`src/rtl/hbbse_pkg.sv`:
```
package hbbse_pkg;

	localparam int QUEUE_DEPTH = 4;
	localparam int QUEUE_AW    = $clog2(QUEUE_DEPTH);

	localparam logic [1:0] KIND_DATA   = 2'd0;
	localparam logic [1:0] KIND_BIT    = 2'd1;
	localparam logic [1:0] KIND_STATUS = 2'd2;

	localparam logic [1:0] MODE_AFTER_NUL = 2'd0;
	localparam logic [1:0] MODE_STRIP_BOM = 2'd1;
	localparam logic [1:0] MODE_ISO_BITS  = 2'd2;
	localparam logic [1:0] MODE_FORM_BITS = 2'd3;

	localparam logic STATUS_OK        = 1'b0;
	localparam logic STATUS_NOT_FOUND = 1'b1;

	typedef struct packed {
		logic [7:0] data_byte;
		logic       is_last;
	} in_item_t;

	typedef struct packed {
		logic [1:0] result_kind;
		logic [7:0] result_value;
		logic       end_status;
		logic       last_result;
	} out_item_t;

	// one queue entry: an optional byte or bit, then an optional end status
	typedef struct packed {
		logic       prim_valid;
		logic [1:0] prim_kind;
		logic [7:0] prim_value;
		logic       stat_valid;
		logic       stat;
	} entry_t;

endpackage

```
`src/rtl/hbbse_front.sv`:
```
module hbbse_front (
	input  logic              clk,
	input  logic              arst_n,
	input  logic              cfg_we,
	input  logic [1:0]        cfg_wdata,
	input  logic              in_valid,
	output logic              in_ready,
	input  hbbse_pkg::in_item_t in_data,
	input  logic              q_full,
	output logic              push,
	output hbbse_pkg::entry_t push_entry
);
	import hbbse_pkg::*;

	localparam logic [7:0] BOM_0      = 8'hef;
	localparam logic [7:0] BOM_1      = 8'hbb;
	localparam logic [7:0] BOM_2      = 8'hbf;
	localparam logic [7:0] CH_ESC     = 8'h1b;
	localparam logic [7:0] CH_LPAREN  = 8'h28;
	localparam logic [7:0] CH_B       = 8'h42;
	localparam logic [7:0] CH_J       = 8'h4a;
	localparam logic [7:0] LEAD_LO    = 8'hf0;
	localparam logic [7:0] LEAD_HI    = 8'hf4;
	localparam logic [7:0] SEC_MIN_F0 = 8'h90;
	localparam logic [7:0] SEC_MAX_F4 = 8'h8f;
	localparam logic [7:0] SURR_LEAD  = 8'hed;
	localparam logic [7:0] HI_SURR_LO = 8'ha0;
	localparam logic [7:0] HI_SURR_HI = 8'haf;
	localparam logic [7:0] LO_SURR_LO = 8'hb0;
	localparam logic [7:0] LO_SURR_HI = 8'hbf;
	localparam logic [7:0] CONT_MASK  = 8'hc0;
	localparam logic [7:0] CONT_TAG   = 8'h80;

	function automatic logic is_cont(input logic [7:0] b);
		return (b & CONT_MASK) == CONT_TAG;
	endfunction

	function automatic logic four_ok(input logic [7:0] b0, input logic [7:0] b1,
	                                 input logic [7:0] b2, input logic [7:0] b3);
		logic ok;
		ok = (b0 >= LEAD_LO) && (b0 <= LEAD_HI) && is_cont(b1) && is_cont(b2) && is_cont(b3);
		if (b0 == LEAD_LO && b1 < SEC_MIN_F0) ok = 1'b0;
		if (b0 == LEAD_HI && b1 > SEC_MAX_F4) ok = 1'b0;
		return ok;
	endfunction

	logic [1:0] mode_q;
	logic [7:0] look_q [5];
	logic [2:0] held_q;
	logic       nul_seen_q;
	logic [1:0] header_q;
	logic       mark_q;
	logic       any_bit_q;

	logic [7:0] look_n [5];
	logic [2:0] held_n;
	logic       nul_seen_n;
	logic [1:0] header_n;
	logic       mark_n;
	logic       any_bit_n;

	logic       accept;
	logic [7:0] c;
	logic       last;
	logic       status;
	logic [7:0] bom_byte;
	logic       iso_hit;

	logic [7:0] w [6];
	logic [2:0] cnt;
	logic       hit_a;
	logic       hit_p;
	logic       hit_b;
	logic       hit_d;

	assign in_ready = !q_full;
	assign accept   = in_valid && in_ready;
	assign c        = in_data.data_byte;
	assign last     = in_data.is_last;

	// candidate window for the form scan: held bytes with the new byte appended
	always_comb begin
		for (int i = 0; i < 6; i++) begin
			if (i < 5 && 3'(i) < held_q) w[i] = look_q[i < 5 ? i : 0];
			else if (3'(i) == held_q)   w[i] = c;
			else                        w[i] = 8'h00;
		end
		cnt = held_q + 3'd1;
		hit_a = (cnt >= 3'd4) && four_ok(w[0], w[1], w[2], w[3]);
		hit_p = (cnt == 3'd6) && (w[0] == SURR_LEAD) && (w[1] >= HI_SURR_LO)
			&& (w[1] <= HI_SURR_HI) && is_cont(w[2]) && (w[3] == SURR_LEAD)
			&& (w[4] >= LO_SURR_LO) && (w[4] <= LO_SURR_HI) && is_cont(w[5]);
		hit_b = ((cnt == 3'd6) || (last && cnt == 3'd5)) && four_ok(w[1], w[2], w[3], w[4]);
		hit_d = last && (cnt == 3'd6) && four_ok(w[2], w[3], w[4], w[5]);
	end

	always_comb begin
		unique case (header_q)
			2'd0:    bom_byte = BOM_0;
			2'd1:    bom_byte = BOM_1;
			default: bom_byte = BOM_2;
		endcase
		iso_hit = (held_q >= 3'd2) && (look_q[0] == CH_ESC) && (look_q[1] == CH_LPAREN)
			&& ((c == CH_B) || (c == CH_J));
	end

	always_comb begin
		look_n     = look_q;
		held_n     = held_q;
		nul_seen_n = nul_seen_q;
		header_n   = header_q;
		mark_n     = mark_q;
		any_bit_n  = any_bit_q;
		push_entry = '0;
		status     = STATUS_NOT_FOUND;

		unique case (mode_q)
			MODE_AFTER_NUL: begin
				if (nul_seen_q) begin
					push_entry.prim_valid = 1'b1;
					push_entry.prim_kind  = KIND_DATA;
					push_entry.prim_value = c;
				end else if (c == 8'h00) begin
					nul_seen_n = 1'b1;
				end
				status = nul_seen_n ? STATUS_OK : STATUS_NOT_FOUND;
			end
			MODE_STRIP_BOM: begin
				if (mark_q) begin
					push_entry.prim_valid = 1'b1;
					push_entry.prim_kind  = KIND_DATA;
					push_entry.prim_value = c;
				end else if (header_q != 2'd3) begin
					if (c != bom_byte) begin
						header_n = 2'd3;
					end else if (header_q == 2'd2) begin
						header_n = 2'd3;
						mark_n   = 1'b1;
					end else begin
						header_n = header_q + 2'd1;
					end
				end
				status = mark_n ? STATUS_OK : STATUS_NOT_FOUND;
			end
			MODE_ISO_BITS: begin
				if (iso_hit) begin
					push_entry.prim_valid = 1'b1;
					push_entry.prim_kind  = KIND_BIT;
					push_entry.prim_value = {7'd0, c == CH_J};
					any_bit_n = 1'b1;
					held_n    = 3'd0;
				end else if (held_q >= 3'd2) begin
					look_n[0] = look_q[1];
					look_n[1] = c;
					held_n    = 3'd2;
				end else begin
					look_n[held_q] = c;
					held_n = held_q + 3'd1;
				end
				status = any_bit_n ? STATUS_OK : STATUS_NOT_FOUND;
			end
			MODE_FORM_BITS: begin
				if (hit_a || hit_p || hit_b || hit_d) begin
					push_entry.prim_valid = 1'b1;
					push_entry.prim_kind  = KIND_BIT;
					push_entry.prim_value = {7'd0, !hit_a && hit_p};
					any_bit_n = 1'b1;
				end
				// advance the window; at the last byte it is cleared below anyway
				if (hit_a) begin
					for (int i = 0; i < 5; i++) look_n[i] = 8'h00;
					look_n[0] = w[4];
					look_n[1] = w[5];
					held_n = cnt - 3'd4;
				end else if (hit_p) begin
					for (int i = 0; i < 5; i++) look_n[i] = 8'h00;
					held_n = 3'd0;
				end else if (cnt == 3'd6) begin
					if (hit_b) begin
						for (int i = 0; i < 5; i++) look_n[i] = (i == 0) ? w[5] : 8'h00;
						held_n = 3'd1;
					end else begin
						for (int i = 0; i < 5; i++) look_n[i] = w[i + 1];
						held_n = 3'd5;
					end
				end else begin
					for (int i = 0; i < 5; i++) look_n[i] = w[i];
					held_n = cnt;
				end
				status = any_bit_n ? STATUS_OK : STATUS_NOT_FOUND;
			end
			default: ;
		endcase

		if (last) begin
			push_entry.stat_valid = 1'b1;
			push_entry.stat       = status;
			for (int i = 0; i < 5; i++) look_n[i] = 8'h00;
			held_n     = 3'd0;
			nul_seen_n = 1'b0;
			header_n   = 2'd0;
			mark_n     = 1'b0;
			any_bit_n  = 1'b0;
		end
	end

	assign push = accept && (push_entry.prim_valid || push_entry.stat_valid);

	always_ff @(posedge clk or negedge arst_n) begin
		if (!arst_n) begin
			mode_q     <= MODE_AFTER_NUL;
			for (int i = 0; i < 5; i++) look_q[i] <= 8'h00;
			held_q     <= 3'd0;
			nul_seen_q <= 1'b0;
			header_q   <= 2'd0;
			mark_q     <= 1'b0;
			any_bit_q  <= 1'b0;
		end else if (cfg_we) begin
			// new mode: drop all stream state
			mode_q     <= cfg_wdata;
			for (int i = 0; i < 5; i++) look_q[i] <= 8'h00;
			held_q     <= 3'd0;
			nul_seen_q <= 1'b0;
			header_q   <= 2'd0;
			mark_q     <= 1'b0;
			any_bit_q  <= 1'b0;
		end else if (accept) begin
			look_q     <= look_n;
			held_q     <= held_n;
			nul_seen_q <= nul_seen_n;
			header_q   <= header_n;
			mark_q     <= mark_n;
			any_bit_q  <= any_bit_n;
		end
	end

endmodule

```
`src/rtl/hbbse_queue.sv`:
```
module hbbse_queue (
	input  logic              clk,
	input  logic              arst_n,
	input  logic              push,
	input  hbbse_pkg::entry_t push_entry,
	output logic              full,
	input  logic              pop,
	output logic              empty,
	output hbbse_pkg::entry_t head
);
	import hbbse_pkg::*;

	entry_t              slot_q [QUEUE_DEPTH];
	logic [QUEUE_AW-1:0] wr_ptr_q;
	logic [QUEUE_AW-1:0] rd_ptr_q;
	logic [QUEUE_AW:0]   count_q;

	assign full  = count_q == (QUEUE_AW+1)'(QUEUE_DEPTH);
	assign empty = count_q == '0;
	assign head  = slot_q[rd_ptr_q];

	always_ff @(posedge clk) begin
		if (push) slot_q[wr_ptr_q] <= push_entry;
	end

	always_ff @(posedge clk or negedge arst_n) begin
		if (!arst_n) begin
			wr_ptr_q <= '0;
			rd_ptr_q <= '0;
			count_q  <= '0;
		end else begin
			if (push) wr_ptr_q <= wr_ptr_q + QUEUE_AW'(1);
			if (pop)  rd_ptr_q <= rd_ptr_q + QUEUE_AW'(1);
			unique case ({push, pop})
				2'b10:   count_q <= count_q + (QUEUE_AW+1)'(1);
				2'b01:   count_q <= count_q - (QUEUE_AW+1)'(1);
				default: count_q <= count_q;
			endcase
		end
	end

endmodule

```
`src/rtl/hbbse_back.sv`:
```
module hbbse_back (
	input  logic                 clk,
	input  logic                 arst_n,
	input  logic                 q_empty,
	input  hbbse_pkg::entry_t    q_head,
	output logic                 pop,
	output logic                 out_valid,
	input  logic                 out_ready,
	output hbbse_pkg::out_item_t out_data
);
	import hbbse_pkg::*;

	entry_t cur_q;
	logic   pend_prim_q;
	logic   pend_stat_q;
	logic   take;
	logic   finishing;

	assign out_valid = pend_prim_q || pend_stat_q;
	assign take      = out_valid && out_ready;
	assign finishing = take && !(pend_prim_q && pend_stat_q);
	assign pop       = !q_empty && (!out_valid || finishing);

	always_comb begin
		if (pend_prim_q) begin
			out_data.result_kind  = cur_q.prim_kind;
			out_data.result_value = cur_q.prim_value;
			out_data.end_status   = 1'b0;
			out_data.last_result  = !pend_stat_q;
		end else begin
			out_data.result_kind  = KIND_STATUS;
			out_data.result_value = 8'h00;
			out_data.end_status   = cur_q.stat;
			out_data.last_result  = 1'b1;
		end
	end

	always_ff @(posedge clk) begin
		if (pop) cur_q <= q_head;
	end

	always_ff @(posedge clk or negedge arst_n) begin
		if (!arst_n) begin
			pend_prim_q <= 1'b0;
			pend_stat_q <= 1'b0;
		end else if (pop) begin
			pend_prim_q <= q_head.prim_valid;
			pend_stat_q <= q_head.stat_valid;
		end else if (take) begin
			// hand out the byte or bit first, then the status
			if (pend_prim_q) pend_prim_q <= 1'b0;
			else             pend_stat_q <= 1'b0;
		end
	end

endmodule

```
`src/rtl/hidden_bit_byte_stream_extractor.sv`:
```
// channel | direction | handshake                 | payload
// in      | input     | in_valid / in_ready       | in_data  (data_byte, is_last)
// out     | output    | out_valid / out_ready     | out_data (kind, value, status, last)
// cfg     | input     | cfg_we, no wait           | cfg_wdata (mode)
//
// One byte is taken per cycle while the queue is not full; its first result
// is written into the queue, then registered into the output stage and offered.
// A byte gives at most two transactions (byte or bit, then end status), and the
// output side hands out one per cycle while out_ready is high, the status last.
// A four-entry queue between the scanner and the output stage absorbs output stalls.
// Reset and a mode write clear the window and progress flags at once.
module hidden_bit_byte_stream_extractor (
	input  logic                 clk,
	input  logic                 arst_n,
	input  logic                 cfg_we,
	input  logic [1:0]           cfg_wdata,
	input  logic                 in_valid,
	output logic                 in_ready,
	input  hbbse_pkg::in_item_t  in_data,
	output logic                 out_valid,
	input  logic                 out_ready,
	output hbbse_pkg::out_item_t out_data
);
	import hbbse_pkg::*;

	logic   q_full;
	logic   q_empty;
	logic   push;
	logic   pop;
	entry_t push_entry;
	entry_t q_head;

	hbbse_front u_front (
		.clk        (clk),
		.arst_n     (arst_n),
		.cfg_we     (cfg_we),
		.cfg_wdata  (cfg_wdata),
		.in_valid   (in_valid),
		.in_ready   (in_ready),
		.in_data    (in_data),
		.q_full     (q_full),
		.push       (push),
		.push_entry (push_entry)
	);

	hbbse_queue u_queue (
		.clk        (clk),
		.arst_n     (arst_n),
		.push       (push),
		.push_entry (push_entry),
		.full       (q_full),
		.pop        (pop),
		.empty      (q_empty),
		.head       (q_head)
	);

	hbbse_back u_back (
		.clk       (clk),
		.arst_n    (arst_n),
		.q_empty   (q_empty),
		.q_head    (q_head),
		.pop       (pop),
		.out_valid (out_valid),
		.out_ready (out_ready),
		.out_data  (out_data)
	);

endmodule
```
`config.mk`:
```
export PLATFORM = sky130hd
export DESIGN_NAME = hidden_bit_byte_stream_extractor
export DESIGN_NICKNAME = d
export VERILOG_FILES = /design/src/rtl/hbbse_pkg.sv /design/src/rtl/hbbse_front.sv /design/src/rtl/hbbse_queue.sv /design/src/rtl/hbbse_back.sv /design/src/rtl/hidden_bit_byte_stream_extractor.sv
export SDC_FILE = /design/constraint.sdc
export NUM_CORES = 1
export LEC_CHECK = 0
export BUFFER_PORTS_ARGS = -buffer_cell sky130_fd_sc_hd__buf_2
export CORE_MARGIN = 3
export CORE_UTILIZATION = 35
export CTS_CLUSTER_DIAMETER = 120
export DETAILED_ROUTE_END_ITERATION = 6
export GPL_ROUTABILITY_DRIVEN = 0
export SKIP_LAST_GASP = 1
export SYNTH_ARGS = -nofsm -noshare
export SYNTH_HDL_FRONTEND = slang
export SYNTH_HIERARCHICAL = 1
export SYNTH_SLANG_ARGS = --single-unit
```
`constraint.sdc`:
```
create_clock -name clk -period 9.5 [get_ports clk]
set_input_delay 2.85 -clock clk [delete_from_list [all_inputs] [get_ports clk]]
set_output_delay 2.85 -clock clk [all_outputs]
set_load 0.03 [all_outputs]
```
# Yosys cells after proc, flatten, opt, wreduce, memory -nomap -nowiden
# Memory sizes are Yosys's and may differ from the RTL's.
# Index checks and enable logic that the tools add are counted.
[classes]
bitwise_logic = 1
add_sub_neg = 7
order_cmp = 25
muxes = 94
n_eq_ne = 38
n_reduce_logical = 75
[ops]
columns = ["operator", "n"]
rows = [
  ["$mux W40", 8],
  ["$mux W8", 12],
  ["$pmux W40 S2", 1],
  ["$eq A8 B8 Y1 const B", 8],
  ["$mux W11", 4],
  ["$pmux W11 S4", 1],
  ["$logic_and A1 B1 Y1", 42],
  ["$bwmux W40", 1],
  ["$ge A8 B8 Y1 const B", 5],
  ["$le A8 B8 Y1 const B", 5],
  ["$mux W1", 40],
  ["$mux W3", 9],
  ["$demux W8 S3", 1],
  ["$gt A8 B8 Y1 const B", 3],
  ["$lt A8 B8 Y1 const B", 3],
  ["$mux W24", 1],
  ["$eq A2 B2 Y1 const B", 9],
  ["$mux W2", 9],
  ["$eq A8 B7 Y1 const B", 2],
  ["$mux W16", 1],
  ["$pmux W7 S2", 1],
  ["$mux W12", 1],
  ["$pmux W3 S2", 2],
  ["$eq A3 B3 Y1 const B", 3],
  ["other kinds (35)", 68],
]
[totals]
elab_cells = 260
register_bits = 70
mem_bits_rw = 52
inputBits = 16
out_inout_bits = 14
memories = 1
[memory_table]
columns = ["name", "words", "width", "rd", "rd_ports_with_merged_regs", "write_ports", "line_no", "source"]
rows = [
  ["u_queue.slot_q", 4, 13, 1, 0, 1, "hbbse_queue.sv:13", "entry_t slot_q [QUEUE_DEPTH];"],
]

# Longest topological paths before layout
[logic_depth]
depth_word = 24
mapped_depth = 20
depth_no_buf = 16

# Cells and area by module
# Netlist, hierarchy kept.
[by_module_without_submodules]
columns = ["module", "cells_each", "area_each_um2", "seq_area_each_um2", "instances"]
rows = [
  ["hbbse_front", 628, 4853.4, 1251.2, 1],
  ["hbbse_queue", 104, 2304.7, 1736.7, 1],
  ["hbbse_back", 38, 534.3, 380.4, 1],
]

# Worst setup path before layout
# Ideal clock, no wire load.
[synth_timing]
path_kind = "input to register"
startpoint = "input port in_data[7] in the netlist's numbering"
endpoint = "register u_queue.count_q[2]"
arrival_time_ns = 5.938
setup_time_ns = 0.125
path_slack_ns = 3.437
n_path_buf = 1
stages = 15
required_time_ns = 9.375
path_cell_list = "buf_2 -> nor4bb_1 -> or4b_4 -> or4_4 -> nor3_2 -> a32o_4 -> a311oi_2 -> a21oi_1 -> inv_1 -> ha_1 -> inv_1 -> fa_1 -> xor2_1 -> nor2_1 -> xor2_1"
[synth_between]
elab_chain_len = 20
elab_cells_between_ends = 91
classes_between = "order compare: 16; eq/ne: 17; mux: 21; reduce/logical: 37"
[synth_lines]
columns = ["element", "line_no", "source"]
rows = [
  ["from (decl)", "hidden_bit_byte_stream_extractor.sv:19", "input hbbse_pkg::in_item_t in_data,"],
  ["parallel branches: the longest is 15 deep, another holds $ge A8 B8 Y1", "n/a", ""],
  ["$pmux W11 S4 (*)", "hbbse_front.sv:117", "unique case (mode_q)"],
  ["$logic_or A1 B1 Y1 (*)", "hbbse_front.sv:207", "assign push = accept && (push_entry.prim_valid || push_entry.stat_valid);"],
  ["$logic_and A1 B1 Y1 (*)", "hbbse_front.sv:207", ""],
  ["net push", "hidden_bit_byte_stream_extractor.sv:28", "logic push;"],
  ["$eq A2 B1 Y1 / $eq A2 B2 Y1 (equally long branches)", "hbbse_queue.sv:34", "unique case ({push, pop})"],
  ["$pmux W3 S2 / $reduce_bool A2 Y1 (equally long branches)", "n/a", ""],
  ["to (signal assigned)", "hbbse_queue.sv:35", "2'b10: count_q <= count_q + (QUEUE_AW+1)'(1);"],
  ["to (signal assigned)", "hbbse_queue.sv:36", "2'b01: count_q <= count_q - (QUEUE_AW+1)'(1);"],
  ["to (signal assigned)", "hbbse_queue.sv:37", "default: count_q <= count_q;"],
  ["to (decl)", "hbbse_queue.sv:16", "logic [QUEUE_AW:0] count_q;"],
]
# Mark *: on every way through the listed nets, which the timed path passes.
# A chain may end at the register's enable or synchronous reset.

# Worst setup path after layout
[layout_timing]
startpoint = "input port in_data[6] in the netlist's numbering"
endpoint = "register u_queue.count_q[2]"
# Same word-level chain as after synthesis.

==> impl_metrics.json <==
{
  "syn_avg_cell_area_um2": 9.99,
  "drt_wl_total_um": 23400,
  "power_leakage_nw": 3.13,
  "synth_top_area_share_pct": 24.6,
  "worstPathMaxFanout": 15,
  "ys_seq_area_share_pct": 43.8,
  "grt_use_met3_pct": 4.70,
  "worstPathRequired_ns": 9.80,
  "ys_warn_count": 6,
  "cpPeakStageDelay_ns": 0.58,
  "ant_nets": 0,
  "switching_share_pct": 35.5,
  "cts_buffer_depth": 2,
  "p_int_mw": 1.18,
  "synth_area_leader_cell": "edfxtp_1",
  "stdcell_count": 1057,
  "netlist_instances": 770,
  "dp_hpwl_um": 15900,
  "cp-end-kind": "flop",
  "hold_depth": 2,
  "ys_top_cells_by_count": "nand2_1 (80), edfxtp_1 (63), dfrtp_1 (59)",
  "ys_top_cells_by_area": "edfxtp_1 (25%), dfrtp_1 (19%), nand2_1 (3.9%), and2_1 (3.3%), o21ai_0 (2.9%)",
  "r2r_end": "u_queue/count_q[2]$_DFFE_PN0P_",
  "chipWidth_um": 154,
  "cts_root_buf": "clkbuf_16",
  "crit_arrival_ns": 6.61,
  "initial_core_util_pct": 36.1,
  "outcome": "finished clean",
  "synth_flop_cell": "edfxtp_1",
  "synth_cell_types": 91,
  "cts_made_buffers": 17,
  "finalNetCount": 798,
  "track_usage_pct": 19.6,
  "die_area_mm2": 0.0238,
  "hold_viol_final": 0,
  "tightest_slew_ns": 1.25,
  "period_needed_ns": 6.31,
  "holdPathEnd": "u_front/look_q[13]$_DFFE_PN0P_",
  "min-delay-path-class": "reg -> reg",
  "drive_gt1_share_pct": 15.1,
  "finalCritPeriodShare_pct": 66.4,
  "pwr-share-seq_pct": 39.0,
  "hold_start": "u_front/look_q[13]$_DFFE_PN0P_",
  "core_mm2": 0.0213,
  "drcViolationCount": 0,
  "grt_pass1_vias": 6209,
  "crit_family": "simple AND/OR/NAND/NOR gates",
  "placementRows": 53,
  "powerDensity_mw_per_mm2": 215,
  "clk_pin_slew_worst_paths_ns": 0.06,
  "layout-area-overhead-vs-synth_pct": 10.7,
  "totalNegativeSetupSlack_ns": 0,
  "busiest_layer": "met2",
  "worstSetupStartpointType": "input port",
  "final_util_pct": 40.0,
  "p_sw_mw": 0.651,
  "setup_viol": 0,
  "cp_slowest_cell": "or4_1",
  "rsz0062_at_grt": "no",
  "antennaDiodeCount": 0,
  "maxCapViolCount": 0,
  "syn_nets": 799,
  "cts_setup_buffers": 0,
  "cts-htree-levels": 4,
  "die_h_um": 154,
  "vias_per_cell": 6.20,
  "ir_worst_vdd_uv": 155,
  "timing.hold.ws_ns": 0.483,
  "synth_edf_count": 63,
  "ctsResizeCount": 0,
  "grt_first_pass_wirelength_um": 36700,
  "path_buf_inv": 3,
  "path_cells": "buf_2 -> nor4bb_1 -> o21ai_0 -> or4_1 -> nor3_1 -> a32o_4 -> a311oi_2 -> a21oi_1 -> inv_1 -> ha_1 -> inv_1 -> fa_1 -> xor2_1 -> nor2_1 -> xor2_1",
  "fmax_mhz": 159,
  "gr-usage-met2_pct": 29.4,
  "cts_tree": "built",
  "fin_skew_ns": 0.00992,
  "dp_cells": 1025,
  "r2r_start": "u_front/held_q[1]$_DFFE_PN0P_",
  "detail_route.iter0.violations": 915,
  "r2r_slack_ns": 4.45,
  "ys_ff_latch": 122,
  "cts.hold.buffers_added": 0,
  "io_buffers": 29,
  "vias": 6557,
  "antenna_found_initial": 0,
  "synth-async-reset-ratio_pct": 48.4,
  "overflow": 0,
  "reg2regPathDepth": 17,
  "clk_latency_ns": 0.42,
  "ios": 30,
  "relSlewSlack_pct": 16.0,
  "yosysMostFrequentCell": "nand2_1",
  "clock_sinks": 122,
  "wl_per_cell_um": 22.1,
  "critPathKind": "in -> reg",
  "drtPass1Iterations": 6,
  "p_clk_share_pct": 34.6,
  "slew_violations": 0,
  "grt_max_degree": 60,
  "synthesis.area_mm2": 0.00769,
  "use_met1_pct": 27.4,
  "comb_power_share_pct": 26.4
}
-- worst max path at each step --
stage | cells after the start | end | start | slack, ns
global route | 15 | u_queue/count_q[2]$_DFFE_PN0P_ | in_data[6] | 2.96
finish | 15 | u_queue/count_q[2]$_DFFE_PN0P_ | in_data[6] | 3.19
CTS | 15 | u_queue/count_q[2]$_DFFE_PN0P_ | in_data[6] | 3.24
global placement | 15 | u_queue/count_q[2]$_DFFE_PN0P_ | in_data[7] | 2.98
floorplan | 15 | u_queue/count_q[2]$_DFFE_PN0P_ | in_data[7] | 3.44
detailed placement | 15 | u_queue/count_q[2]$_DFFE_PN0P_ | in_data[6] | 2.81
-- logic make-up (layout without fill, tap and decap cells) --
group	after synthesis	after routing	share of synthesized area [%]
AOI/OAI and AO/OA	220	220	20.3
buffers and inverters	79	91	5.17
muxes	22	22	5.32
other	1	1	0.0487
xor gates and xnor gates	13	13	1.58
DFF	122	122	43.8
adders and majority gates	14	14	2.36
and+or+nand+nor	299	299	21.4
-- power by group through the flow --
| stage | Clock [mW] | Sequential (mW) | Combinational (mW) |
|---|---|---|---|
| finish | 0.633 | 0.715 | 0.483 |
| detailed placement | 0 | 0.727 | 0.478 |
| floorplan | 0 | 0.683 | 0.405 |
| global route | 0.674 | 0.729 | 0.521 |
| global placement | 0 | 0.724 | 0.473 |
| CTS | 0.650 | 0.717 | 0.479 |
-- sequential cells by signal, summed over array words and instances, names as in the netlist --
name and flops:
u_back/cur_q 11, u_back/pend_prim_q 1, u_back/pend_stat_q 1, u_front/any_bit_q 1, u_front/header_q 2, u_front/held_q 3
u_front/look_q 40, u_front/mark_q 1, u_front/mode_q 2, u_front/nul_seen_q 1, u_queue/count_q 3, u_queue/rd_ptr_q 2
u_queue/slot_q 52, u_queue/wr_ptr_q 2
-- layout make-up --
cell class,instances,area [µm²]
fill,2057,12800
multi-input combinational,569,3930
sequential,122,3370
clock buffer,17,425
tap,275,344
timing repair buffer,39,220
clock inverter,15,154
inverter,20,75.1
-- placed cells by master, fill, tap and decap left out, types with 19 or more instances in the layout --
master    count
inv_1        19
and2_1       41
nand2_1      80
buf_2        29
dfrtp_1      59
nor2_1       52
o21ai_0      45
edfxtp_1     63
nand3_1      27
a21oi_1      39
-- layer usage --
layer / part of all wire (%) / wire (µm)
met4: 3.9 / 909
met3: 9.9 / 2330
met2: 44 / 10300
met1: 42 / 9870
met5: 0 / 0
-- tightest hold or removal path, cell delays in order, from the launching register on --
cell     delay [ns]
dfrtp_1        0.34
nand2_1        0.04
o21ai_0        0.06
-- metrics by stage --
| step | worst slack [ns] | area (µm²) | power, mW |
|---|---|---|---|
| after floorplan | 3.44 | 7690 | 1.09 |
| after global placement | 2.98 | 7930 | 1.20 |
| after detailed placement | 2.81 | 7930 | 1.21 |
| after CTS | 3.24 | 8510 | 1.85 |
| after global routing | 2.96 | 8510 | 1.92 |
| final | 3.19 | 8510 | 1.83 |
Power figures use the tool's default switching activity.
